===== config.mk =====
export PLATFORM = sky130hd
export DESIGN_NAME = ghbp_hist
export DESIGN_NICKNAME = d
export VERILOG_FILES = /design/src/rtl/ghbp_pkg.sv /design/src/rtl/ghbp_hist.sv
export SDC_FILE = /design/constraint.sdc
export NUM_CORES = 1
export LEC_CHECK = 0
export ABC_AREA = 1
export BUFFER_PORTS_ARGS = -buffer_cell sky130_fd_sc_hd__buf_2
export CORE_ASPECT_RATIO = 2
export CORE_MARGIN = 2
export CORE_UTILIZATION = 45
export CTS_BUF_LIST = sky130_fd_sc_hd__clkbuf_2
export CTS_CLUSTER_DIAMETER = 50
export DETAILED_ROUTE_END_ITERATION = 16
export GPL_TIMING_DRIVEN = 0
export PLACE_DENSITY = 0.66
export SLEW_MARGIN = 20
export SYNTH_ARGS = -nofsm -noshare
export SYNTH_HDL_FRONTEND = slang
export SYNTH_SLANG_ARGS = --single-unit

===== constraint.sdc =====
create_clock -name clk -period 1.8 [get_ports clk]
set_clock_uncertainty 0.2 [all_clocks]
set_input_delay 0.54 -clock clk [delete_from_list [all_inputs] [get_ports clk]]
set_output_delay 0.54 -clock clk [all_outputs]
set_load 0.05 [all_outputs]

===== src/rtl/ghbp_pkg.sv =====
// Shared types, constants and helpers for the global history branch predictor.
// Depends on nothing; ghbp_hist, ghbp_pht and the top level import it.
package ghbp_pkg;

    // Table geometry and thread count.
    localparam int HISTORY_BITS = 12;
    localparam int COUNTER_BITS = 2;
    localparam int THREADS      = 4;

    // Fixed widths of the beat fields.
    localparam int OP_W     = 2;
    localparam int THREAD_W = 2;
    localparam int SNAP_W   = 12;

    // Derived sizes.
    localparam int TIDX_W    = (THREADS > 1) ? $clog2(THREADS) : 1;
    localparam int TSEL_W    = (TIDX_W > THREAD_W) ? TIDX_W : THREAD_W;
    localparam int PHT_DEPTH = 1 << HISTORY_BITS;

    // Opcodes.
    localparam logic [OP_W-1:0] OP_LOOKUP  = 2'd0;
    localparam logic [OP_W-1:0] OP_SPEC    = 2'd1;
    localparam logic [OP_W-1:0] OP_SQUASH  = 2'd2;
    localparam logic [OP_W-1:0] OP_RESOLVE = 2'd3;

    typedef logic [HISTORY_BITS-1:0] hist_t;
    typedef logic [COUNTER_BITS-1:0] ctr_t;
    typedef logic [SNAP_W-1:0]       snap_t;

    localparam ctr_t CTR_MAX = '1;

    // Request from the front stage to the pattern table.
    typedef struct packed {
        logic  rd;
        logic  train;
        logic  taken;
        hist_t idx;
    } pht_req_t;

    // History update carried by an accepted beat.
    typedef struct packed {
        logic            en;
        logic [OP_W-1:0] opcode;
        logic            taken;
        logic            squashed;
        hist_t           saved;
    } hist_upd_t;

    // One result beat.
    typedef struct packed {
        logic  pred;
        snap_t snap;
    } result_t;

    // Shift an outcome into a history, the oldest bit drops out.
    function automatic hist_t shift_in(hist_t hist, logic bit_in);
        hist_t res;
        res = {hist[HISTORY_BITS-2:0], bit_in};
        return res;
    endfunction

endpackage


===== src/rtl/ghbp_hist.sv =====
// Per-thread global history registers with their update logic.
// Depends on ghbp_pkg.
module ghbp_hist
    import ghbp_pkg::*;
(
    input  logic                clk,
    input  logic                rst_n,
    input  logic [THREAD_W-1:0] thread,
    input  hist_upd_t           upd,
    output hist_t               cur_hist,
    output logic                thread_ok
);

    hist_t             hist_reg [THREADS];
    hist_t             hist_next;
    logic [TSEL_W-1:0] thread_ext;
    logic [TIDX_W-1:0] tidx;

    // Thread decode; numbers beyond the register file read as zero.
    assign thread_ext = TSEL_W'(thread);
    assign tidx       = thread_ext[TIDX_W-1:0];
    assign thread_ok  = (32'(thread) < 32'(THREADS));
    assign cur_hist   = thread_ok ? hist_reg[tidx] : '0;

    // New history for the opcode of the beat.
    always_comb
    begin
        case (upd.opcode)
            OP_SPEC:    hist_next = shift_in(cur_hist, upd.taken);
            OP_SQUASH:  hist_next = upd.saved;
            OP_RESOLVE: hist_next = upd.squashed ? shift_in(upd.saved, upd.taken) : cur_hist;
            default:    hist_next = cur_hist;
        endcase
    end

    // History register file.
    always_ff @(posedge clk or negedge rst_n)
    begin
        if (!rst_n)
        begin
            for (int i = 0; i < THREADS; i++)
            begin
                hist_reg[i] <= '0;
            end
        end
        else if (upd.en && thread_ok)
        begin
            hist_reg[tidx] <= hist_next;
        end
    end

endmodule


==> impl_metrics.toml, run 1 <==
[global_routing]
grt_pass1_wl_um = 12800
grt_pass1_vias = 2786
antenna_found_initial = 0
grt_usage_pct = 23.6
grt-ovfl-total = 0
grt_max_degree = 49

[sta]
drv_slew = 0
worstMarginPinSlew_ns = 0.634
relSlewSlack_pct = 57.7
setup_viol = 12
post-route-min-period_ns = 2.09
clock.fmax_ghz = 0.480
timing.final.crit_share_pct = 116
rsz0062_at_grt = "true"
final_hold_viol_count = 0
setup_ws_ns = -0.285

[cts]
tritoncts = "built"
clk_pin_slew_worst_paths_ns = 0.21
cts.sinks = 48
numCtsBuffers = 5
clk_latency_ns = 0.46
cts_htree_levels = 2
clock_path_buffers = 2
cts_root_buffer = "clkbuf_2"

[synth]
netlist.area_leader.share_pct = 41.5
yosysUniqueCellTypes = 20
netlist_instances = 434
syn_area_um2 = 2890
synth.area.top_cells = "dfrtp_1, nand2_1, nand2_2"
ys.flop_type = "dfrtp_1"
yosysSeqAreaShare_pct = 41.5
synth-seq-cells = 48
synth.net_count = 455
synth_area_leader_cell = "dfrtp_1"
avgSynthCellArea_um2 = 6.67
synth_edf_count = 0
ys.warnings.count = 0
async_reset_ff_share_pct = 100

[critical_path]
cp.arrival_ns = 1.35
end_kind = "primary output"
path_cells = "buf_12 -> buf_6 -> nor2_2 -> nand2_1 -> nand4_1 -> buf_6"
crit_type = "in -> out"
r2r.worst_path.cells = 10
cp.required_ns = 1.06
path_common_cell = "buf_6"
worst_path_max_delay_cell = "buf_6"
crit_fanout = 10
critical_path.startpoint_type = "input port"
cpPeakStageDelay_ns = 0.18

[drt]
via_per_inst = 4.82
drtAntennaViolNets = 0
drt_wl_total_um = 7880
post-route-drc-count = 0
vias = 2842
wl_per_cell_um = 13.4
drtIter0Drc = 162
first_pass_iters = 4

[floorplan]
die_x_um = 60.7
die-area_um2 = 7130
rows = 41
start_util_pct = 46.2
die_h_um = 117
coreArea_um2 = 6260
ioPinCount = 34

[outcome]
status = "finished, violations left"
violations = "setup timing"

[power]
p_sw_share_pct = 37.9
vdd_drop_max_uv = 487
p_int_uw = 2130
power_switching_uw = 1300
pwr-share-comb_pct = 41.7
p_clk_share_pct = 16.9
seqPwrFrac_pct = 41.5
power_density_nw_per_um2 = 913
p_leak_uw = 0.00216

[placement]
place_hpwl_um = 5530
gp_congestion = 0.860
postPlaceCellArea_um2 = 3230
io_buffers = 30
placed_cells = 550

[min_path]
hold_depth = 5
hp-class = "in -> reg"

[job]
maxCapViolations = 0

[finish]
nFillCells = 601
utilization_pct = 60.0
layoutNonFillerInstCount = 590
drive_gt1_share_pct = 34.5
diodes = 0
area_delta_synth_final_pct = 29.7
finalNetCount = 524
largest_register_ffs = 48
fin_area_um2 = 3750
stage by stage:
step	worst slack (ns)	hold WS, ns	power (µW)	TNS [ns]
final	-0.285	0.261	3430	-2.91
after global routing	-0.349	0.240	3630	-3.85
after CTS	-0.263	0.0811	3330	-2.93
after detailed placement	-0.379	0.265	2480	-6.90
after global placement	-0.374	0.262	2450	-6.47
after floorplan	-0.346	0.0444	2210	-2.78
routing by layer:
metal	vias up	GRT usage, %	part of all wire, %
li1	1421	-	-
met3	21	3.97	3.4
met4	0	11.3	3.1
met5	-	0	0
met2	77	40.9	55
met1	1323	26.5	39
final timing paths:
kind / startpoint / endpoint / slack (ns)
min reg2reg: hist_reg[27] / hist_reg[27] / 0.31
max in group asynchronous: rst_n / hist_reg[34] / 0.55
max reg2reg: hist_reg[36] / hist_reg[12] / 0.17
min in group asynchronous: rst_n / hist_reg[40] / 0.41
min: upd[16] / hist_reg[0] / 0.26
max: thread[0] / cur_hist[11] / -0.29
cell usage in the layout (no fill, tap or decap), types with 2 or more instances in the layout:
master	count
a21oi_1	11
buf_12	3
buf_2	23
buf_4	37
buf_6	7
buf_8	11
clkbuf_2	5
clkinv_1	2
dfrtp_1	48
inv_1	17
inv_2	3
nand2_1	231
nand2_2	67
nand2_4	11
nand3_1	3
nor2_1	12
nor2_2	3
cell type report:
cell class	count	area (µm²)	share of cell area, %
Inverter	21	86.3	2.30
Clock buffer	5	25.0	0.667
Multi-Input combinational cell	343	1580	42.0
Sequential cell	48	1200	32.0
Clock inverter	3	37.5	1.00
Timing Repair Buffer	62	515	13.7
Tap cell	86	108	2.87
Buffer	22	203	5.40
cell usage after synthesis, types with 2 or more instances:
| master | instances |
|---|---|
| nand2_2 | 41 |
| a21oi_1 | 11 |
| nand3_1 | 3 |
| nor2_2 | 3 |
| buf_2 | 7 |
| buf_6 | 4 |
| inv_1 | 18 |
| nand2_1 | 268 |
| inv_2 | 2 |
| dfrtp_1 | 48 |
| buf_12 | 2 |
| buf_4 | 7 |
| nor2_1 | 13 |
cell families after synthesis:
group                  count (synthesis)  share of synthesized area [%]
and+or+nand+nor                      329                           46.7
DFF                                   48                           41.5
buffers and inverters                 43                           9.34
AOI/OAI and AO/OA                     13                           2.33
other                                  1                          0.130
what timing repair did:
item	CTS	global route
hold endpoints to repair	0	48
gates resized for setup	68	7
endpoints found under the setup margin	12	12
hold buffers	0	1
buffers inserted	17	13
gates cloned	1	0
pin swaps	43	21
power groups by stage:
stage          clock network, µW  logic (µW)  registers (µW)
2_1_floorplan                  0         805            1410
3_3_place_gp                   0        1020            1430
3_5_place_dp                   0        1040            1440
4_1_cts                      598        1320            1410
5_1_grt                      638        1560            1440
6_report                     579        1430            1420
worst max-delay path, delay by kind of cell:
kind | cells | cell delay [ns]
buf+inv | 3 | 0.45
simple gates | 3 | 0.35
Note: power is estimated with default switching activity, not from simulation.
==> inputs of run 2 (changes only) <==
- TNS_END_PERCENT: default -> 10
==> run 2 against run 1 <==
  * The run still ends with setup timing left
  * Count of clock-buffer cells in the layout unchanged
  * Utilization down 5.4 points
  * Sequential cell count unchanged
  * Critical path depth down 1
  * Combinational power down 20%
  * Global-route usage down 2.6 points
  * Sequential share of layout area up 3.1 points
  * Worst hold slack worse by 0.0057 ns
  * Cell count down 4.1%
  * Total power down 8.3%
  * Critical path type is now reg -> out
  * Largest cell class unchanged
  * Largest power group is now registers
==> impl_metrics.toml, run 2 (synthesis results as in run 1) <==
[placement]
preCtsSetupSlack_ns = -0.383
place_hpwl_um = 5300
placed_cells = 550
io_buffers = 30
gp_congestion = 0.799
postPlaceCellArea_um2 = 3180

[power]
p_int_uw = 1960
power_density_nw_per_um2 = 919
vdd_drop_max_uv = 506
p_clk_share_pct = 18.7
pwr-share-comb_pct = 36.1
seqPwrFrac_pct = 45.2
p_sw_share_pct = 37.6
p_leak_uw = 0.00202
power_switching_uw = 1180

[drt]
wl_per_cell_um = 11.9
drtIter0Drc = 73
via_per_inst = 4.55
post-route-drc-count = 0
drtAntennaViolNets = 0
vias = 2576
drt_wl_total_um = 6750
first_pass_iters = 5

[floorplan]
die_x_um = 60.7
rows = 41
die_h_um = 117
coreArea_um2 = 6260
start_util_pct = 46.2
die-area_um2 = 7130
ioPinCount = 34

[min_path]
worstHoldStart = "upd[16]"
hp-class = "in -> reg"

[sta]
tns_ns = -2.84
rsz0062_at_grt = "true"
clock.fmax_ghz = 0.488
holdWs_ns = 0.256
worstMarginPinSlew_ns = 0.611
setup_viol = 12
drv_slew = 0
setup_ws_ns = -0.249
post-route-min-period_ns = 2.05
relSlewSlack_pct = 59.3
timing.final.crit_share_pct = 114
final_hold_viol_count = 0

[cts]
clock_path_buffers = 2
clk_pin_slew_worst_paths_ns = 0.24
numCtsBuffers = 5
clk_latency_ns = 0.44
cts_htree_levels = 2
cts.sinks = 48
cts_root_buffer = "clkbuf_2"
tritoncts = "built"

[global_routing]
grt_pass1_vias = 2543
grt_usage_pct = 21.0
antenna_found_initial = 0
grt-ovfl-total = 0
grt_pass1_wl_um = 11400
grt_max_degree = 49

[finish]
area_delta_synth_final_pct = 18.1
finalNetCount = 500
diodes = 0
largest_register_ffs = 48
drive_gt1_share_pct = 24.2
layoutNonFillerInstCount = 566
layout_commonest_cell = "nand2_1"
nFillCells = 650
fin_area_um2 = 3420
final_cell_mix = "nand2_1, dfrtp_1, nand2_2"

[critical_path]
critPathCapture = "cur_hist[6]"
r2r_start = "hist_reg[43]"
critical_path.startpoint_type = "flop"
regToRegSetupSlack_ns = 0.22
worstReg2RegEnd = "hist_reg[20]"
crit_start = "hist_reg[18]"
end_kind = "primary output"
r2r.worst_path.cells = 12
cp.arrival_ns = 1.31
crit_fanout = 3
crit_type = "reg -> out"
cp.required_ns = 1.06

[outcome]
status = "finished, violations left"
violations = "setup timing"

[job]
maxCapViolations = 0
==> run 2: power by group through the flow <==
stage	logic, µW	registers, µW	clock network [µW]
floorplan	772	1410	0
global placement	975	1430	0
detailed placement	991	1440	0
CTS	1130	1420	621
global route	1260	1450	644
finish	1140	1420	587
==> run 2: area by class of cell <==
type,count,area [µm²],area share [%]
Multi-Input combinational cell,343,1450,42.3
Sequential cell,48,1200,35.1
Timing Repair Buffer,38,305,8.93
Buffer,22,203,5.93
Tap cell,86,108,3.15
Inverter,21,86.3,2.53
Clock inverter,3,42.5,1.24
Clock buffer,5,25.0,0.732
==> run 2: worst min path at each step <==
stage / endpoint / depth (start not counted)
floorplan: hist_reg[0] / 0
global placement: hist_reg[9] / 2
detailed placement: hist_reg[9] / 2
CTS: hist_reg[28] / 1
global route: hist_reg[11] / 5
finish: hist_reg[11] / 5
==> run 2: metal layers <==
metal  wire length [µm]  vias to the layer above  GRT usage [%]
li1                   -                     1376              -
met1               2710                     1144           23.0
met2               3850                       52           37.8
met3                160                        4           4.19
met4                 40                        0           7.20
met5                  0                        -              0
==> run 2: worst max-delay path: stages, from the launching register on <==
cell and delay (ns):
dfrtp_1 0.46, nand2_2 0.08, nand2_1 0.05, nand2_1 0.06, nand2_2 0.08, buf_6 0.16
==> run 2: through the flow <==
stage               utilization, %  power [µW]
finish                        54.6        3140
global route                  54.6        3360
CTS                           54.2        3170
detailed placement            50.8        2430
global placement              50.8        2410
floorplan                        -        2180
==> run 2: what timing repair did <==
item	CTS	global route
setup endpoints to repair	12	12
pin swaps	8	6
hold buffers	0	1
gates resized for setup	29	4
hold endpoints to repair	0	48
buffers inserted	7	0
